**src/design/l3dg_pkg.sv**
```systemverilog
// l3dg_pkg: shared constants, codes and types of the 3D LUT color grader.
// No dependencies; used by every module of the block but l3dg_ram.
package l3dg_pkg;

    localparam int MAX_GRID_POINTS_DEF = 33;
    localparam int ENTRY_FRAC_BITS_DEF = 12;

    localparam int PIX_W       = 8;
    localparam int ENTRY_W     = 16;
    localparam int INDEX_W     = 16;
    localparam int GRID_W      = 6;
    localparam int BLEND_W     = 9;
    localparam int BLEND_SHIFT = 8;
    localparam int FULL_SCALE  = 255;

    localparam int PADDR_W = 3;
    localparam int PDATA_W = 32;

    localparam logic [GRID_W-1:0]  GRID_RESET  = 6'd33;
    localparam logic [BLEND_W-1:0] BLEND_RESET = 9'd256;
    localparam logic [BLEND_W-1:0] BLEND_FULL  = 9'd256;

    typedef enum logic [0:0] {
        REG_GRID_POINTS    = 1'b0,
        REG_BLEND_STRENGTH = 1'b1
    } reg_index_t;

    typedef enum logic [0:0] {
        CMD_PIXEL = 1'b0,
        CMD_WRITE = 1'b1
    } command_t;

    // Channel 0 red, 1 green, 2 blue.
    typedef logic [2:0][PIX_W-1:0]   rgb_t;
    typedef logic [2:0][ENTRY_W-1:0] entry_t;

endpackage

```
**src/design/l3dg_blend.sv**
```systemverilog
// l3dg_blend: two-stage blend of one pixel channel with its table value.
// Depends on l3dg_pkg.
module l3dg_blend #(
    parameter int ENTRY_FRAC_BITS = l3dg_pkg::ENTRY_FRAC_BITS_DEF
) (
    input  logic                                clk,
    input  logic                                en,
    input  logic [l3dg_pkg::PIX_W-1:0]          pix,
    input  logic signed [l3dg_pkg::ENTRY_W-1:0] lut,
    input  logic [l3dg_pkg::BLEND_W-1:0]        k,
    output logic [l3dg_pkg::PIX_W-1:0]          result
);

    localparam int SHIFT = ENTRY_FRAC_BITS + l3dg_pkg::BLEND_SHIFT;
    localparam int BASEW = ((ENTRY_FRAC_BITS + l3dg_pkg::PIX_W > 24) ?
                            ENTRY_FRAC_BITS + l3dg_pkg::PIX_W : 24);
    localparam int DW    = BASEW + 2;
    localparam int NW    = DW + l3dg_pkg::BLEND_W + 2;
    localparam int QW    = NW - SHIFT;

    logic signed [DW-1:0] lut_ext;
    logic signed [DW-1:0] p_sc;
    logic signed [DW-1:0] diff_next;
    logic signed [DW-1:0] diff_reg;
    logic [l3dg_pkg::PIX_W-1:0] pix_reg;
    logic signed [NW-1:0] prod;
    logic signed [NW-1:0] base;
    logic signed [NW-1:0] num_next;
    logic signed [NW-1:0] num_reg;
    logic [QW-1:0]        quot;

    assign lut_ext   = DW'(lut);
    assign p_sc      = $signed(DW'({pix, {ENTRY_FRAC_BITS{1'b0}}}));
    assign diff_next = (lut_ext <<< l3dg_pkg::PIX_W) - lut_ext - p_sc;

    assign prod     = diff_reg * $signed({1'b0, k});
    assign base     = $signed(NW'({pix_reg, {SHIFT{1'b0}}}));
    assign num_next = base + prod;

    always_ff @(posedge clk)
    begin
        if (en)
        begin
            diff_reg <= diff_next;
            pix_reg  <= pix;
            num_reg  <= num_next;
        end
    end

    // Floor, then saturate to the byte range.
    assign quot = num_reg[NW-1:SHIFT];

    always_comb
    begin
        if (num_reg <= 0)
        begin
            result = '0;
        end
        else if (quot > QW'(l3dg_pkg::FULL_SCALE))
        begin
            result = l3dg_pkg::PIX_W'(l3dg_pkg::FULL_SCALE);
        end
        else
        begin
            result = quot[l3dg_pkg::PIX_W-1:0];
        end
    end

endmodule

```
**config.mk**
```make
export PLATFORM = sky130hd
export DESIGN_NAME = l3dg_blend
export DESIGN_NICKNAME = d
export VERILOG_FILES = /design/src/design/l3dg_pkg.sv /design/src/design/l3dg_blend.sv
export SDC_FILE = /design/constraint.sdc
export NUM_CORES = 1
export LEC_CHECK = 0
export BUFFER_PORTS_ARGS = -buffer_cell sky130_fd_sc_hd__buf_4
export CAP_MARGIN = 20
export CORE_ASPECT_RATIO = 0.75
export CORE_UTILIZATION = 59
export CTS_BUF_LIST = sky130_fd_sc_hd__clkbuf_16
export CTS_CLUSTER_SIZE = 40
export DETAILED_ROUTE_END_ITERATION = 12
export GPL_ROUTABILITY_DRIVEN = 0
export HOLD_SLACK_MARGIN = 0.15
export PLACE_DENSITY = 0.76
export SYNTH_ARGS = -nofsm -noshare
export SYNTH_HDL_FRONTEND = slang
export SYNTH_SLANG_ARGS = --single-unit
```
**constraint.sdc**
```tcl
create_clock -name clk -period 6.8 [get_ports clk]
set_clock_uncertainty 0.1 [all_clocks]
set_input_delay 1.7 -clock clk [delete_from_list [all_inputs] [get_ports clk]]
set_output_delay 1.7 -clock clk [all_outputs]
set_load 0.005 [all_outputs]
```
==> flow_summary.toml, run 1 <==
[floorplanning]
initial_utilization = 0.6024
dieArea_um2 = 22160
coreArea_um2 = 21120
die_h_um = 129.2
io_pins = 43
num_rows = 46
die_w_um = 171.6

[drt]
vias = 9206
drt-pass1-iter-count = 5
drt-total-wl_mm = 26.78
drc = 0
wl_per_cell_um = 15.53
ant_nets = 0
vias_per_cell = 5.337
drt_iter0_drc = 600

[cells_and_area]
final_cell_mix = "inv_1, fa_1, nand2_1"
diodes = 0
syn2layout_area_growth_pct = 11.31
layout_commonest_cell = "inv_1"
nets = 1811
regArea_um2 = 2132
drive_above_1_share = 0.1079
multi_input_area_um2 = 9256
largest_reg_flops = 37
fillCellCount = 1626

[setup_path]
setup.worst_path.start_class = "input pin"
timing.rr.end = "num_reg[31]"
crit_path_end_kind = "register"
critPathArrivalTime_ps = 6600
cp.depth = 19
cpMostUsedCell = "fa_1"
cpPeakStageDelay_ps = 560
cp_data_required_time_ps = 6780
r2r_start = "diff_reg[7]"
slowest_stage = "fa_1"
path_buf_inv = 4
worstSetupPathType = "input pin to register"
cpLargestDelayFamily = "adder cells"
regToRegSetupSlack_ps = 1130
reg2regPathDepth = 18
cp_max_fo = 20
path_cells = "buf_4, nand2_1, fa_1, fa_1, fa_1, inv_1, fa_1, inv_1, fa_1, inv_1, ha_1, o211ai_1, o21a_1, a2111oi_2, nor2_1, o41ai_4, nand2_1, o221ai_1, xor2_1"

[sta]
tightest_slew_ps = 855.9
tns_ps = 0
timing.fmax_ghz = 0.1511
hold_violations = 0
drv_slew = 0
min_period_ps = 6620
rsz0062_at_grt = "no"
slew_headroom = 0.4294
setup_viol = 0
fin_crit_sh = 0.9736

[synth]
synth_edf_count = 71
yosysTopAreaCell = "fa_1"
synth_cells = 1350
dominantRegCellSynth = "edfxtp_1"
synth_top_area_share = 0.3320
yosysSeqAreaShare = 0.1676
ys_ff_latch = 71
syn_area_um2 = 12720
async_flop_share = 0
synth_warnings = 0
synth_nets = 1729
postSynthAreaPerCell_um2 = 9.426
synth.area.top_cells = "fa_1, edfxtp_1, ha_1, inv_1, nand2_1"
ys_types = 55

[outcome]
outcome = "finished, final reports clean"

[clock_tree]
clock_sinks = 71
hold_buffers = 0
cts_tree = "yes"
cts_made_buffers = 9
clk_pin_slew_ps = 50
clockBufferDepth = 2
clock_latency_ps = 340
htree_num_levels = 3
root_buffer = "clkbuf_16"

[global_route]
overflow = 0
grt_pass1_wl_mm = 45.39
grt_pass1_vias = 9456
antenna_found_initial = 1
grt_usage = 0.2634
grt_max_degree = 72

[run]
max_cap_violations = 0

[place]
dp_hpwl_mm = 22.26
io_buffers = 42

[min_path]
whs_endpoint = "num_reg[0]"
hold_path_depth = 1
hold_start = "diff_reg[0]"
min_path_type = "register to register"
==> worst max path at each step <==
stage	slack (ps)	endpoint	startpoint
2_1_floorplan	1	num_reg[34]	k[5]
3_3_place_gp	-60	num_reg[32]	k[5]
4_1_cts	190	num_reg[31]	k[1]
3_5_place_dp	-150	num_reg[32]	k[5]
6_report	180	num_reg[31]	k[2]
5_1_grt	0.6	num_reg[31]	k[2]
==> final cells by class <==
cell class | instances | share of cell area
clock buffers | 9 | 0.01590
clock inverters | 7 | 0.006184
inverters | 311 | 0.08242
multi-input cells | 915 | 0.6535
flip-flops and latches | 71 | 0.1505
well taps | 288 | 0.02544
repair buffers | 124 | 0.06599
==> metrics by stage <==
stage / util / setup slack [ps] / instance area, um^2 / hold WS, ps / cells
floorplan: - / 1.222 / 12790 / 536.5 / 1350
global placement: 0.6545 / -59.63 / 13820 / 739.7 / 1709
detailed placement: 0.6545 / -145.8 / 13820 / 747.9 / 1709
CTS: 0.6693 / 191.3 / 14140 / 757.7 / 1725
global route: 0.6705 / 0.5711 / 14160 / 798.6 / 1725
finish: 0.6705 / 179.7 / 14160 / 762.2 / 1725
==> per-layer routing <==
metal / routed length [um] / up-vias / track usage
met2: 11900 / 354 / 0.4122
met3: 2264 / 36 / 0.05895
li1: - / 4351 / -
met1: 12240 / 4463 / 0.3779
met4: 363 / 2 / 0.05567
met5: 13 / - / 0
==> synth_stat cells (3+ instances only) <==
cell type	count
inv_1	311
nor2b_1	4
xor2_1	19
a21o_1	26
and3_1	5
o211ai_1	3
nand3_1	15
nand4_1	9
o21bai_1	6
xnor2_1	37
ha_1	133
buf_1	7
a211o_1	3
fa_1	211
nor4_1	8
edfxtp_1	71
o21ai_0	16
a211oi_1	3
a31oi_1	4
a21oi_1	53
nor3_1	8
nand2b_1	4
clkbuf_1	45
nand2_1	167
o21ai_1	11
o21a_1	16
and2_1	98
nor2_1	22
==> cells by family (layout without fill, tap and decap cells) <==
| logic type | count (synthesis) | in the layout | synth area share |
|---|---|---|---|
| simple gates | 345 | 345 | 0.1306 |
| compound gates | 170 | 170 | 0.09312 |
| xor+xnor | 56 | 56 | 0.03854 |
| buf+inv | 364 | 451 | 0.1075 |
| flops | 71 | 71 | 0.1676 |
| fa+ha+maj | 344 | 344 | 0.4627 |
==> worst register-to-register path, cell delays in order (launching register included) <==
cell and delay [ps]:
edfxtp_1 590, nand2_1 140, fa_1 570, fa_1 450, fa_1 560, inv_1 50, fa_1 470, inv_1 50
fa_1 470, inv_1 40, ha_1 340, o211ai_1 110, o21a_1 220, a2111oi_2 380, nor2_1 160, o41ai_4 250
nand2_1 130, o221ai_1 220, xor2_1 100
==> what timing repair did <==
item,4_1_cts,5_1_grt
setup endpoints to repair,0,6
buffers inserted,0,0
endpoints found under the hold margin,0,0
resized for setup,0,4
Power of run 1 is left out: the tool's default activity adds up to more than one toggle a clock period on the data nets, which glitch-free logic cannot reach.
==> run 2: changes to the inputs <==
==> config.mk (replaced) <==
export PLATFORM = sky130hd
export DESIGN_NAME = l3dg_blend
export DESIGN_NICKNAME = d
export VERILOG_FILES = /design/src/design/l3dg_pkg.sv /design/src/design/l3dg_blend.sv
export SDC_FILE = /design/constraint.sdc
export NUM_CORES = 1
export LEC_CHECK = 0
export CAP_MARGIN = 20
export CORE_ASPECT_RATIO = 0.75
export CORE_UTILIZATION = 45
export CTS_BUF_LIST = sky130_fd_sc_hd__clkbuf_2
export CTS_CLUSTER_SIZE = 40
export DETAILED_ROUTE_END_ITERATION = 12
export DONT_BUFFER_PORTS = 1
export GPL_ROUTABILITY_DRIVEN = 0
export HOLD_SLACK_MARGIN = 0.15
export PLACE_DENSITY = 0.59
export SYNTH_ARGS = -nofsm -noshare
export SYNTH_HDL_FRONTEND = slang
export SYNTH_SLANG_ARGS = --single-unit
==> run 2 against run 1 <==
Net effect: first-iteration DRC count down 12%; sequential share of layout area up 1.0 points; via count down 6.7%; count of clock-buffer cells in the layout up 1; maximum frequency up 6.2%; critical path type unchanged; largest cell class unchanged; highest routed layer is now met4.
==> flow_summary.toml, run 2 (synthesis gave the netlist of run 1 again) <==
[clock_tree]
hold_buffers = 0
cts_tree = "yes"
clock_sinks = 71
htree_num_levels = 3
post_cts_buffers = 0
clockBufferDepth = 2
clk_pin_slew_ps = 210
cts_resized = 0
cts_made_buffers = 9
clock_latency_ps = 570
root_buffer = "clkbuf_2"

[drt]
vias_per_cell = 5.031
drt-pass1-iter-count = 4
drt_iter0_drc = 529
wl_per_cell_um = 16.01
ant_nets = 0
drt-total-wl_mm = 27.34
drc = 0
vias = 8593

[setup_path]
worstSetupPathType = "input pin to register"
crit_path_end_kind = "register"
cp_max_fo = 26
setup.worst_path.start_class = "input pin"
cp_data_required_time_ps = 7030
critPathArrivalTime_ps = 6460

[floorplanning]
initial_utilization = 0.4646
coreArea_um2 = 27390
die_w_um = 196.2
die_h_um = 147.6
num_rows = 52
io_pins = 43
dieArea_um2 = 28960

[sta]
tns_ps = 0
timing.fmax_ghz = 0.1603
hold_violations = 0
fin_crit_sh = 0.9171
slew_headroom = 0.4417
tightest_slew_ps = 816.3
setup_viol = 0
rsz0062_at_grt = "no"
drv_slew = 0
worst_hold_slack_ps = 823.1
min_period_ps = 6236

[place]
dp.cells = 1691
io_buffers = 0
dp_hpwl_mm = 22.78

[cells_and_area]
fillCellCount = 2628
layout_commonest_cell = "inv_1"
largest_reg_flops = 37
fin_cells = 1708
final_util = 0.4845
syn2layout_area_growth_pct = 4.297
final_cell_mix = "inv_1, fa_1, nand2_1"
drive_above_1_share = 0.03612
nets = 1703

[global_route]
grt_max_degree = 72
antenna_found_initial = 1
grt_pass1_vias = 8921
grt_pass1_wl_mm = 45.87
overflow = 0
grt_usage = 0.2016

[run]
max_cap_violations = 0

[min_path]
min_path_type = "register to register"

[outcome]
outcome = "finished, final reports clean"
run 2: changes by cell type in the layout (fill, tap and decap cells not counted), sizes merged:
cell | previous run | this run
buf | 124 | 16
clkinv | 2 | 0
clkbuf | 9 | 10
clkinvlp | 1 | 2
diode | 0 | 1
run 2: through the flow:
stage,setup WS [ps],area (um^2)
after floorplan,1.222,12790
after global placement,88.20,13130
after detailed placement,59.80,13130
after CTS,690.8,13270
after global routing,400.2,13270
final,563.6,13270
run 2: critical path: stages:
cell	delay, ps
nand2_1	60
fa_1	550
inv_1	50
fa_1	480
fa_1	540
fa_1	520
inv_1	50
fa_1	470
inv_1	40
ha_1	330
a21oi_2	220
o21ai_1	120
a2111oi_0	570
o22a_1	250
o41ai_4	110
nand2_1	110
o221ai_1	120
xor2_1	160
run 2: cell type report:
| type | instances | area (um^2) | share of cell area |
|---|---|---|---|
| repair buffers | 16 | 120.1 | 0.009051 |
| flip-flops and latches | 71 | 2132 | 0.1606 |
| inverters | 311 | 1167 | 0.08796 |
| multi-input cells | 915 | 9234 | 0.6958 |
| clock inverters | 6 | 92.59 | 0.006977 |
| well taps | 378 | 473.0 | 0.03564 |
| clock buffers | 10 | 50.05 | 0.003771 |
| diodes | 1 | 2.502 | 0.0001886 |
run 2: per-layer routing:
| layer | share of wire | vias up | track usage |
|---|---|---|---|
| met5 | 0 | - | 0 |
| met4 | 0.011 | 0 | 0.04102 |
| met3 | 0.051 | 18 | 0.03012 |
| met2 | 0.41 | 205 | 0.2977 |
| met1 | 0.53 | 4218 | 0.3127 |
| li1 | - | 4152 | - |
run 2: worst paths after layout:
| kind | start | end | slack, ps | cells past startpoint |
|---|---|---|---|---|
| worst max register to register | diff_reg[21] | num_reg[31] | 990 | 18 |
| worst min-delay path | diff_reg[0] | num_reg[0] | 820 | 1 |
| worst min register to register | diff_reg[0] | num_reg[0] | 820 | 1 |
| worst max-delay path | k[1] | num_reg[31] | 560 | 18 |
Power of run 2 is left out for the same reason.
